**config.mk**
```make
export PLATFORM = sky130hd
export DESIGN_NAME = infix_to_postfix_converter_core
export DESIGN_NICKNAME = d
export VERILOG_FILES = /design/src/itp_pkg.sv /design/src/itp_front.sv /design/src/itp_cmd_queue.sv /design/src/itp_back.sv /design/src/infix_to_postfix_converter_core.sv
export SDC_FILE = /design/constraint.sdc
export NUM_CORES = 2
export LEC_CHECK = 0
export BUFFER_PORTS_ARGS = -buffer_cell sky130_fd_sc_hd__buf_2
export CAP_MARGIN = 20
export CORE_ASPECT_RATIO = 0.5
export CORE_MARGIN = 4
export CORE_UTILIZATION = 30
export DETAILED_ROUTE_END_ITERATION = 7
export GPL_TIMING_DRIVEN = 0
export PLACE_DENSITY_LB_ADDON = 0.12
export SLEW_MARGIN = 15
export SYNTH_ARGS = -nofsm -noshare
export SYNTH_HDL_FRONTEND = slang
export SYNTH_HIERARCHICAL = 1
export SYNTH_SLANG_ARGS = --single-unit
```
**constraint.sdc**
```tcl
create_clock -name clk -period 9.93 [get_ports clk]
set_input_delay 1.986 -clock clk [delete_from_list [all_inputs] [get_ports clk]]
set_output_delay 1.986 -clock clk [all_outputs]
set_load 0.005 [all_outputs]
```
**src/itp_pkg.sv**
```systemverilog
package itp_pkg;

	// Stack geometry.
	localparam int STACK_DEPTH = 32;
	localparam int SP_W = $clog2(STACK_DEPTH + 1);
	localparam int ADDR_W = $clog2(STACK_DEPTH);

	// Depth of the command queue between the front and the back.
	localparam int QUEUE_DEPTH = 2;
	localparam int QPTR_W = (QUEUE_DEPTH > 1) ? $clog2(QUEUE_DEPTH) : 1;
	localparam int QCNT_W = $clog2(QUEUE_DEPTH + 1);

	// Token codes.
	localparam logic [2:0] PRI_NUMBER = 3'd0;
	localparam logic [2:0] PRI_OP_MAX = 3'd3;
	localparam logic [2:0] PRI_FUNCTION = 3'd4;
	localparam logic [4:0] TYPE_OPEN = 5'd16;
	localparam logic [4:0] TYPE_CLOSE = 5'd17;

	// Command kinds decided by the front.
	typedef logic [2:0] kind_t;
	localparam kind_t KIND_EMIT = 3'd0;
	localparam kind_t KIND_PUSH = 3'd1;
	localparam kind_t KIND_OPER = 3'd2;
	localparam kind_t KIND_CLOSE = 3'd3;
	localparam kind_t KIND_IGNORE = 3'd4;

	// One classified request as it travels through the queue.
	typedef struct packed {
		kind_t       kind;
		logic [63:0] value;
		logic [2:0]  pri;
		logic [4:0]  typ;
		logic        last;
	} cmd_t;

	// One stack entry.
	typedef struct packed {
		logic [63:0] value;
		logic [2:0]  pri;
		logic [4:0]  typ;
	} entry_t;

	// One result as it leaves the block.
	typedef struct packed {
		logic [63:0] value;
		logic [2:0]  pri;
		logic [4:0]  typ;
		logic        run_last;
		logic        done;
		logic        ovf;
	} res_t;

endpackage

```
**src/itp_front.sv**
```systemverilog
module itp_front import itp_pkg::*; (
	input  logic        in_valid,
	output logic        in_stall,
	input  logic [63:0] token_value,
	input  logic [2:0]  token_priority,
	input  logic [4:0]  token_type,
	input  logic        expr_end,
	input  logic        q_full,
	output logic        q_push,
	output cmd_t        q_cmd
);

	// The front stalls only while the queue has no free slot.
	assign in_stall = q_full;
	assign q_push = in_valid && !q_full;

	// Classify the token; the first matching rule decides.
	always_comb begin
		q_cmd.value = token_value;
		q_cmd.pri = token_priority;
		q_cmd.typ = token_type;
		q_cmd.last = expr_end;
		priority if (token_priority == PRI_NUMBER) begin
			q_cmd.kind = KIND_EMIT;
		end else if (token_priority == PRI_FUNCTION || token_type == TYPE_OPEN) begin
			q_cmd.kind = KIND_PUSH;
		end else if (token_priority <= PRI_OP_MAX) begin
			q_cmd.kind = KIND_OPER;
		end else if (token_type == TYPE_CLOSE) begin
			q_cmd.kind = KIND_CLOSE;
		end else begin
			q_cmd.kind = KIND_IGNORE;
		end
	end

endmodule

```
**src/itp_cmd_queue.sv**
```systemverilog
module itp_cmd_queue import itp_pkg::*; (
	input  logic clk,
	input  logic arst_n,
	input  logic wr_en,
	input  cmd_t wr_cmd,
	output logic full,
	input  logic rd_en,
	output logic rd_valid,
	output cmd_t rd_cmd
);

	cmd_t              slot_q [QUEUE_DEPTH];
	logic [QPTR_W-1:0] wr_ptr_q;
	logic [QPTR_W-1:0] rd_ptr_q;
	logic [QCNT_W-1:0] count_q;
	logic              do_wr;
	logic              do_rd;

	assign full = (count_q == QCNT_W'(QUEUE_DEPTH));
	assign rd_valid = (count_q != '0);
	assign rd_cmd = slot_q[rd_ptr_q];
	assign do_wr = wr_en && !full;
	assign do_rd = rd_en && rd_valid;

	// Pointer and fill count bookkeeping.
	always_ff @(posedge clk or negedge arst_n) begin
		if (!arst_n) begin
			wr_ptr_q <= '0;
			rd_ptr_q <= '0;
			count_q <= '0;
		end else begin
			if (do_wr) begin
				wr_ptr_q <= (wr_ptr_q == QPTR_W'(QUEUE_DEPTH - 1)) ? '0 : wr_ptr_q + 1'b1;
			end
			if (do_rd) begin
				rd_ptr_q <= (rd_ptr_q == QPTR_W'(QUEUE_DEPTH - 1)) ? '0 : rd_ptr_q + 1'b1;
			end
			if (do_wr && !do_rd) begin
				count_q <= count_q + 1'b1;
			end else if (do_rd && !do_wr) begin
				count_q <= count_q - 1'b1;
			end
		end
	end

	// Queue slots hold payload only.
	always_ff @(posedge clk) begin
		if (do_wr) begin
			slot_q[wr_ptr_q] <= wr_cmd;
		end
	end

endmodule

```
**src/itp_back.sv**
```systemverilog
module itp_back import itp_pkg::*; (
	input  logic clk,
	input  logic arst_n,
	input  logic q_valid,
	input  cmd_t q_cmd,
	output logic q_pop,
	output logic out_valid,
	input  logic out_stall,
	output res_t out_res
);

	localparam logic [1:0] ST_IDLE = 2'd0;
	localparam logic [1:0] ST_READ = 2'd1;
	localparam logic [1:0] ST_EVAL = 2'd2;
	localparam logic [1:0] ST_DONE = 2'd3;

	localparam logic [1:0] MODE_OPER = 2'd0;
	localparam logic [1:0] MODE_CLOSE = 2'd1;
	localparam logic [1:0] MODE_FUNC = 2'd2;
	localparam logic [1:0] MODE_FLUSH = 2'd3;

	entry_t            mem [STACK_DEPTH];
	entry_t            rd_q;
	logic [1:0]        state_q;
	logic [1:0]        state_d;
	logic [1:0]        mode_q;
	logic [1:0]        mode_d;
	logic [SP_W-1:0]   sp_q;
	logic [SP_W-1:0]   sp_d;
	logic              ovf_q;
	cmd_t              cmd_q;
	cmd_t              cur;
	res_t              hold_q;
	logic              hold_v_q;
	res_t              out_q;
	logic              out_v_q;
	logic              take;
	logic              push_req;
	logic              sp_dec;
	logic              rd_req;
	logic              emit_req;
	logic              done_req;
	res_t              emit_d;
	logic              stack_full;
	logic              wr_en;
	logic              ovf_set;
	logic              ovf_clr;
	logic              out_free;
	logic              blk;
	logic [ADDR_W-1:0] rd_addr;

	assign cur = (state_q == ST_IDLE) ? q_cmd : cmd_q;
	assign stack_full = (sp_q == SP_W'(STACK_DEPTH));
	assign wr_en = push_req && !stack_full;
	assign ovf_set = push_req && stack_full;
	assign rd_addr = ADDR_W'(sp_q - 1'b1);

	// The pending result moves to the output register when the next one
	// appears or the request ends; hold everything while that cannot happen.
	assign out_free = !out_v_q || !out_stall;
	assign blk = (emit_req || done_req) && hold_v_q && !out_free;
	assign q_pop = take && !blk;

	// Sequencer: one stack read and one decision per popped entry.
	always_comb begin
		state_d = state_q;
		mode_d = mode_q;
		take = 1'b0;
		push_req = 1'b0;
		sp_dec = 1'b0;
		rd_req = 1'b0;
		emit_req = 1'b0;
		done_req = 1'b0;
		ovf_clr = 1'b0;
		emit_d.value = rd_q.value;
		emit_d.pri = rd_q.pri;
		emit_d.typ = rd_q.typ;
		emit_d.run_last = 1'b0;
		emit_d.done = 1'b0;
		emit_d.ovf = ovf_q;
		unique case (state_q)
			ST_IDLE: begin
				if (q_valid) begin
					take = 1'b1;
					state_d = q_cmd.last ? ST_READ : ST_DONE;
					mode_d = MODE_FLUSH;
					unique case (q_cmd.kind)
						KIND_EMIT: begin
							emit_req = 1'b1;
							emit_d.value = q_cmd.value;
							emit_d.pri = q_cmd.pri;
							emit_d.typ = q_cmd.typ;
						end
						KIND_PUSH: begin
							push_req = 1'b1;
						end
						KIND_OPER: begin
							state_d = ST_READ;
							mode_d = MODE_OPER;
						end
						KIND_CLOSE: begin
							state_d = ST_READ;
							mode_d = MODE_CLOSE;
						end
						default: begin
						end
					endcase
				end
			end
			ST_READ: begin
				if (sp_q == '0) begin
					// Stack ran empty: finish the current step.
					if (mode_q == MODE_OPER) begin
						push_req = 1'b1;
					end
					if (mode_q == MODE_FLUSH) begin
						state_d = ST_DONE;
					end else begin
						state_d = cmd_q.last ? ST_READ : ST_DONE;
						mode_d = MODE_FLUSH;
					end
				end else begin
					rd_req = 1'b1;
					state_d = ST_EVAL;
				end
			end
			ST_EVAL: begin
				unique case (mode_q)
					MODE_OPER: begin
						// Open brackets stop an operator regardless of their priority.
						if (rd_q.typ != TYPE_OPEN && rd_q.pri > cmd_q.pri) begin
							emit_req = 1'b1;
							sp_dec = 1'b1;
							state_d = ST_READ;
						end else begin
							push_req = 1'b1;
							state_d = cmd_q.last ? ST_READ : ST_DONE;
							mode_d = MODE_FLUSH;
						end
					end
					MODE_CLOSE: begin
						sp_dec = 1'b1;
						state_d = ST_READ;
						if (rd_q.typ == TYPE_OPEN) begin
							mode_d = MODE_FUNC;
						end else begin
							emit_req = 1'b1;
						end
					end
					MODE_FUNC: begin
						// A function right under the matched bracket goes out too.
						if (rd_q.pri == PRI_FUNCTION) begin
							emit_req = 1'b1;
							sp_dec = 1'b1;
						end
						state_d = cmd_q.last ? ST_READ : ST_DONE;
						mode_d = MODE_FLUSH;
					end
					default: begin
						emit_req = 1'b1;
						sp_dec = 1'b1;
						state_d = ST_READ;
					end
				endcase
			end
			default: begin
				done_req = 1'b1;
				ovf_clr = cmd_q.last;
				state_d = ST_IDLE;
			end
		endcase
		sp_d = sp_q;
		if (wr_en) begin
			sp_d = sp_q + 1'b1;
		end else if (sp_dec) begin
			sp_d = sp_q - 1'b1;
		end
	end

	// Control state.
	always_ff @(posedge clk or negedge arst_n) begin
		if (!arst_n) begin
			state_q <= ST_IDLE;
			mode_q <= MODE_FLUSH;
			sp_q <= '0;
			ovf_q <= 1'b0;
			hold_v_q <= 1'b0;
			out_v_q <= 1'b0;
		end else begin
			if (!blk) begin
				state_q <= state_d;
				mode_q <= mode_d;
				sp_q <= sp_d;
				if (ovf_set) begin
					ovf_q <= 1'b1;
				end else if (ovf_clr) begin
					ovf_q <= 1'b0;
				end
				if (emit_req) begin
					hold_v_q <= 1'b1;
				end else if (done_req) begin
					hold_v_q <= 1'b0;
				end
			end
			if (out_free) begin
				out_v_q <= !blk && hold_v_q && (emit_req || done_req);
			end
		end
	end

	// Payload registers.
	always_ff @(posedge clk) begin
		if (!blk) begin
			if (take) begin
				cmd_q <= q_cmd;
			end
			if (emit_req) begin
				hold_q <= emit_d;
			end
		end
		if (out_free && !blk && hold_v_q && (emit_req || done_req)) begin
			out_q <= '{value: hold_q.value, pri: hold_q.pri, typ: hold_q.typ,
				run_last: done_req, done: done_req && cmd_q.last, ovf: hold_q.ovf};
		end
	end

	// Stack memory: one write port, one registered read port.
	always_ff @(posedge clk) begin
		if (wr_en && !blk) begin
			mem[sp_q[ADDR_W-1:0]] <= '{value: cur.value, pri: cur.pri, typ: cur.typ};
		end
		if (rd_req && !blk) begin
			rd_q <= mem[rd_addr];
		end
	end

	assign out_valid = out_v_q;
	assign out_res = out_q;

endmodule

```
**src/infix_to_postfix_converter_core.sv**
```systemverilog
// Infix to postfix converter. Each request carries one infix token; numbers
// come straight out, functions and open brackets are stacked, operators pop
// higher-priority entries before being stacked, a close bracket pops down to
// its open bracket (and a function just below it), and a token with expr_end
// set flushes the stack after its own work. run_last marks the final result
// of each request, expression_done the final result of a flush, and overflow
// reports the sticky flag for a push dropped on a full stack (32 entries),
// cleared once the flush finishes. The stack memory has one write port and
// a registered read, so every entry examined takes a read and a decision
// state. A number, a push or an ignored token takes the idle and done
// states. An operator or a close bracket adds both states for each entry
// it reads (each popped entry, a matched open bracket, and the entry that
// stops the scan or is checked for a function), plus a read state when the
// stack runs empty. An end mark adds both states per flushed entry plus a
// read state. A two-entry command queue lets new tokens be taken while the
// stack engine is busy, and an output register with a one-entry holding
// register lets one result wait at a stalled output before the engine stops.
module infix_to_postfix_converter_core import itp_pkg::*; (
	input  logic        clk,
	input  logic        arst_n,
	input  logic        in_valid,
	output logic        in_stall,
	input  logic [63:0] token_value,
	input  logic [2:0]  token_priority,
	input  logic [4:0]  token_type,
	input  logic        expr_end,
	output logic        out_valid,
	input  logic        out_stall,
	output logic [63:0] out_value,
	output logic [2:0]  out_priority,
	output logic [4:0]  out_type,
	output logic        run_last,
	output logic        expression_done,
	output logic        overflow
);

	logic q_full;
	logic q_push;
	cmd_t q_wr_cmd;
	logic q_pop;
	logic q_valid;
	cmd_t q_rd_cmd;
	res_t res;

	itp_front u_front (
		.in_valid       (in_valid),
		.in_stall       (in_stall),
		.token_value    (token_value),
		.token_priority (token_priority),
		.token_type     (token_type),
		.expr_end       (expr_end),
		.q_full         (q_full),
		.q_push         (q_push),
		.q_cmd          (q_wr_cmd)
	);

	itp_cmd_queue u_queue (
		.clk      (clk),
		.arst_n   (arst_n),
		.wr_en    (q_push),
		.wr_cmd   (q_wr_cmd),
		.full     (q_full),
		.rd_en    (q_pop),
		.rd_valid (q_valid),
		.rd_cmd   (q_rd_cmd)
	);

	itp_back u_back (
		.clk       (clk),
		.arst_n    (arst_n),
		.q_valid   (q_valid),
		.q_cmd     (q_rd_cmd),
		.q_pop     (q_pop),
		.out_valid (out_valid),
		.out_stall (out_stall),
		.out_res   (res)
	);

	assign out_value = res.value;
	assign out_priority = res.pri;
	assign out_type = res.typ;
	assign run_last = res.run_last;
	assign expression_done = res.done;
	assign overflow = res.ovf;

endmodule

```
Word level (Yosys, flattened, before mapping)
Memory sizes are Yosys's and may differ from the RTL's. A register that Yosys moved wholly into a read port is not among the register bits.
Cells that the tools add are included.

storage, ports and cells
  memories kept = 2
  bits of input ports = 77
  word-level logic and storage cells = 167
  register bits = 238
  RAM bits = 2456
  output and inout bits = 77

operators by class
  magnitude comparators = 2
  equality and inequality tests = 23
  bitwise operators = 1
  muxes and demuxes = 61
  $add $sub $neg = 6
  reduce and logical (&&, ||, !) cells = 49

memories
  name            words  width  rd ports  clocked after memory_dff  write ports  RTL line             source
  u_back.mem      32     72     1         1                         1            itp_back.sv:22       entry_t mem [STACK_DEPTH];
  u_queue.slot_q  2      76     1         0                         1            itp_cmd_queue.sv:12  cmd_t slot_q [QUEUE_DEPTH];

operators with widths
  kind                 number
  $mux 72              3
  $mux 73              1
  $mux 1               28
  $mux 2               14
  $logic_and 1x1->1    19
  $pmux 2 s3           3
  $eq 5x5->1 const B   3
  $mux 3               4
  $mux 6               2
  $reduce_and 2->1     6
  $eq 2x2->1 const B   4
  $logic_not 1->1      8
  $pmux 2 s2           2
  $reduce_and 8->1     1
  $reduce_bool 2->1    4
  $add 6x1->6 const B  1
  $eq 3x2->1 const B   2
  $eq 3x3->1 const B   2
  $eq 6x6->1 const B   1
  $logic_not 3->1      2
  $logic_not 6->1      1
  $pmux 1 s3           2
  $sub 6x1->6 const B  1
  $ne 5x5->1 const B   1
  other kinds (19)     27

Logic depth before layout (Yosys ltp)
  depth after elaboration = 14
  mapped depth = 15
  mapped depth without buffers = 12

Modules after synthesis
Netlist, hierarchy kept.

modules (own cells, without submodules)
  module         seq. area each (µm²)  cells an instance  area each (µm²)  instances
  itp_back       78312.6               3928               99032.5          1
  itp_cmd_queue  4664.5                256                5818.1           1
  itp_front      0.0                   83                 639.4            1

Least setup slack after synthesis
OpenSTA, ideal clock, no wires.

  path kind = input-to-reg
  start point = input out_stall
  end point = register u_back/rd_q[0] (netlist name)
  cell stages on the path = 5
  library setup time = 0.591 ns
  required time = 9.339 ns
  buffers on the path = 1
  slack = 1.794 ns
  arrival time = 7.545 ns
  path through = and3_1 o311ai_0 o31ai_1 clkbuf_1 nor3_1

on the way
  longest elaborated chain between the ends = 6

RTL lines
  item               RTL line                               source
  start, declared    infix_to_postfix_converter_core.sv:28  input logic out_stall,
  $logic_not 1->1    itp_back.sv:60                         assign out_free = !out_v_q || !out_stall;
  $logic_or 1x1->1   itp_back.sv:60
  $logic_not 1->1    itp_back.sv:61                         assign blk = (emit_req || done_req) && hold_v_q && !out_free;
  $logic_and 1x1->1  itp_back.sv:61
  $logic_not 1->1    itp_back.sv:232                        if (rd_req && !blk) begin
  $logic_and 1x1->1  itp_back.sv:232

No other way between the ends.
A chain may end at the register's enable or synchronous reset.

Final worst setup path
  start point = register u_back.sp_q[0]
  end point = memory u_back/mem[17][45] in the netlist's numbering (enable)

on the way
  longest elaborated chain between the ends = 7
  elaborated cells on any way between the ends = 9
  those cells by class = eq/ne: 1; mux: 4; reduce/logical: 4

RTL lines
  item                          RTL line         source
  start, declared               itp_back.sv:28   logic [SP_W-1:0] sp_q;
  start signal, assigned        itp_back.sv:193  sp_q <= sp_d;
  $logic_not 6->1               itp_back.sv:111  if (sp_q == '0) begin
  $mux 1                        itp_back.sv:111
  $pmux 1 s3                    itp_back.sv:81   unique case (state_q)
  $logic_and 1x1->1             itp_back.sv:54   assign wr_en = push_req && !stack_full;
  $logic_and 1x1->1             itp_back.sv:229  if (wr_en && !blk) begin
  $mux 1                        itp_back.sv:229
  $mux 1 (not written as such)  itp_back.sv:230  mem[sp_q[ADDR_W-1:0]] <= '{value: cur.value, pri: cur.pri, typ: cur.typ};
  end, declared                 itp_back.sv:22

Several ways; a longest one is shown, not always the timed one.

==> impl_metrics.ini <==
[status]
status = complete, no violations

[yosys]
ys_ff_latch = 2766
synthArstFlopShare = 0.00615
synth_nets = 4356
synth_edf_count = 2749
synth_cells = 4267
synth_ff_type = edfxtp_1
synth.avg_cell_area_um2 = 24.7
synth_cell_types = 57
yosys_warnings = 6
ys_seq_area_frac = 0.787
synth_area_mm2 = 0.105

[floorplan]
dieHeight_um = 427
die_w_um = 847
core_area_mm2 = 0.349
rows = 153
initial_core_util = 0.302
boundaryPins = 154
design.die.area_mm2 = 0.362

[routing]
wl_per_cell_um = 31.6
postRouteAntennaNets = 0
drtIter0Drc = 4662
drt_first_pass_iters = 6
remaining_drc_errors = 0
routed_wl_um = 308000
viasPerCell = 4.98
vias = 48400

[cts]
cts_root_buf = clkbuf_16
cts_made_buffers = 282
clock_latency_ps = 890
path_clk_slew_ps = 60
cts_buffer_depth = 4
cts_htree_levels = 5
cts.sinks = 2766
postCtsHoldBufs = 0
cts_resized = 0
post_cts.repair.setup_buffers = 0
cts_tree = built

[cells_and_area]
mostFrequentLayoutCell = edfxtp_1
final_nets = 4949
drive_above_1_share = 0.380
syn2layout_area_growth_pct = 18.8
final_cell_mix = edfxtp_1, mux4_2, clkbuf_16

[power_and_ir_drop]
p_leak_nw = 38.9
power_density_mw_per_mm2 = 342
clkPwrFrac = 0.239
ir_worst_vdd_mv = 0.182
switchingPower_mw = 14.4
netSwitchingFraction = 0.335
seqPwrFrac = 0.388
p_comb_frac = 0.373
power.internal_mw = 28.5

[timing]
setup_slack_ps = 4160
rsz0062_at_grt = false
period_needed_ps = 5770
setup_viol_count_final = 0
slew_headroom = 0.199
fin_skew_ps = 51.5
slew_violations = 0
fin_tns_setup_ps = 0
fmax_mhz = 173
fin_crit_sh = 0.581
hold_violations = 0
worst_pin_slew_ps = 1200

[worst_setup_path]
cp.arrival_ps = 6330
critical_path_class = reg2reg
crit_path_end_kind = flip-flop
crit_path_start_kind = flip-flop
cp.required_ps = 10490
critPathMaxFanout = 15

[placed_design]
post-place-ws_ps = 4130
routabilityCongestion = 0.735
portBuffers = 88
dpl.hpwl_um = 203000

[global_route]
grt.overflow.total = 0
grt_pass1_wl_um = 422000
grt_pass1_vias = 50700
grt_usage = 0.168
grt_start_max_net_pins = 33
antenna_found_initial = 9

[run]
cap_violations = 0

[hold_path]
hold_class = reg2reg
[stage by stage]
step / instances / instance area [um^2] / hold WS [ps] / power, mW / utilization
final: 9724 / 125000 / 417 / 42.9 / 0.359
after global routing: 9718 / 125000 / 420 / 44.8 / 0.359
after CTS: 9714 / 125000 / 414 / 43.8 / 0.359
after detailed placement: 9224 / 117000 / 406 / 33.4 / 0.334
after global placement: 9005 / 112000 / 405 / 32.7 / 0.320
after floorplan: 4267 / 105000 / 400 / 26.4 / -
[metal layers]
| layer | routed length (um) | vias to the layer above | part of all wire | global-route usage |
|---|---|---|---|---|
| met3 | 13700 | 349 | 0.044 | 0.0251 |
| met2 | 145000 | 1218 | 0.47 | 0.270 |
| met5 | 0 | - | 0 | 0 |
| li1 | - | 19500 | - | - |
| met4 | 7010 | 0 | 0.023 | 0.0378 |
| met1 | 142000 | 27300 | 0.46 | 0.242 |
[power by group through the flow]
| stage | combinational [mW] | sequential (mW) | clock (mW) |
|---|---|---|---|
| global placement | 15.6 | 17.1 | 0 |
| floorplan | 9.55 | 16.8 | 0 |
| detailed placement | 16.5 | 16.9 | 0 |
| global route | 17.1 | 16.7 | 11.1 |
| finish | 16.0 | 16.6 | 10.3 |
| CTS | 16.6 | 16.6 | 10.6 |
[path summary, 6_finish.rpt]
check / start / to / slack (ps) / cells after the start
max: u_back/sp_q[0]$_DFFE_PN0P_ / u_back/mem[17][45]$_DFFE_PP_ / 4160 / 18
max reg2reg: u_back/sp_q[0]$_DFFE_PN0P_ / u_back/mem[17][45]$_DFFE_PP_ / 4160 / 18
min reg2reg: u_back/hold_q[0]$_DFFE_PP_ / u_back/out_res[0]$_DFFE_PP_ / 420 / 0
min in group asynchronous: arst_n / u_back/hold_v_q$_DFFE_PN0P_ / 1060 / 1
max in group asynchronous: arst_n / u_back/mode_q[1]$_DFFE_PN1P_ / 8530 / 1
min: u_back/hold_q[0]$_DFFE_PP_ / u_back/out_res[0]$_DFFE_PP_ / 420 / 0
[worst max-delay path, stage by stage (launching register included)]
cell and delay (ps):
dfrtp_1 370, clkbuf_1 200, buf_4 490, buf_6 320
buf_6 260, inv_1 110, ha_1 200, clkbuf_1 190
nand2_1 100, nor2_1 60, or4_1 440, o21a_1 210
buf_6 150, nor2_2 210, nand2_1 490, nor2_4 840
buf_12 280, buf_12 220, buf_12 230
[cell families after synthesis]
| family | count (synthesis) | synth area share |
|---|---|---|
| flip-flops | 2766 | 0.787 |
| multiplexers | 1015 | 0.186 |
| buffers and inverters | 292 | 0.0159 |
| AND/OR/NAND/NOR | 122 | 0.00586 |
| AO/OA/AOI/OAI | 49 | 0.00305 |
| adder cells (fa/ha/maj) | 12 | 0.00142 |
| XOR/XNOR | 11 | 0.000913 |
[synth_stat cells (5+ instances only)]
| cell | n | share of area |
|---|---|---|
| o21ai_0 | 12 | 0.00057 |
| mux4_2 | 720 | 0.15 |
| nand2_1 | 21 | 0.00075 |
| mux2_4 | 30 | 0.0043 |
| nor3_1 | 9 | 0.00043 |
| buf_4 | 95 | 0.0068 |
| dfrtp_1 | 15 | 0.0036 |
| xor2_1 | 5 | 0.00042 |
| clkbuf_1 | 98 | 0.0035 |
| buf_2 | 53 | 0.0025 |
| edfxtp_1 | 2749 | 0.78 |
| ha_1 | 12 | 0.0014 |
| a21oi_1 | 8 | 0.00038 |
| xnor2_1 | 6 | 0.00050 |
| buf_1 | 10 | 0.00036 |
| mux2_2 | 261 | 0.028 |
| nor2_1 | 48 | 0.0017 |
| nand3_1 | 8 | 0.00038 |
| o31ai_1 | 6 | 0.00043 |
| buf_6 | 17 | 0.0018 |
| inv_1 | 16 | 0.00057 |
[final cells by class]
cell class	instances	area [um^2]
Fill cell	31800	223000
Sequential cell	2766	83000
Multi-Input combinational cell	1209	21200
Clock buffer	360	7510
Tap cell	4650	5820
Timing Repair Buffer	309	5030
Buffer	276	1650
Clock inverter	130	1080
Inverter	16	60.1
Antenna cell	8	20.0
[registers in the layout, indices dropped and copies added, names as in the netlist, 2 cells and up]
name and cells:
u_back/out_res 75, u_back/mem 2304, u_queue/slot_q 152, u_back/rd_q 72
u_queue/count_q 2, u_back/cmd_q 73, u_back/mode_q 2, u_back/sp_q 6
u_back/state_q 2, u_back/hold_q 73
Note: power is estimated with default switching activity, not from simulation.
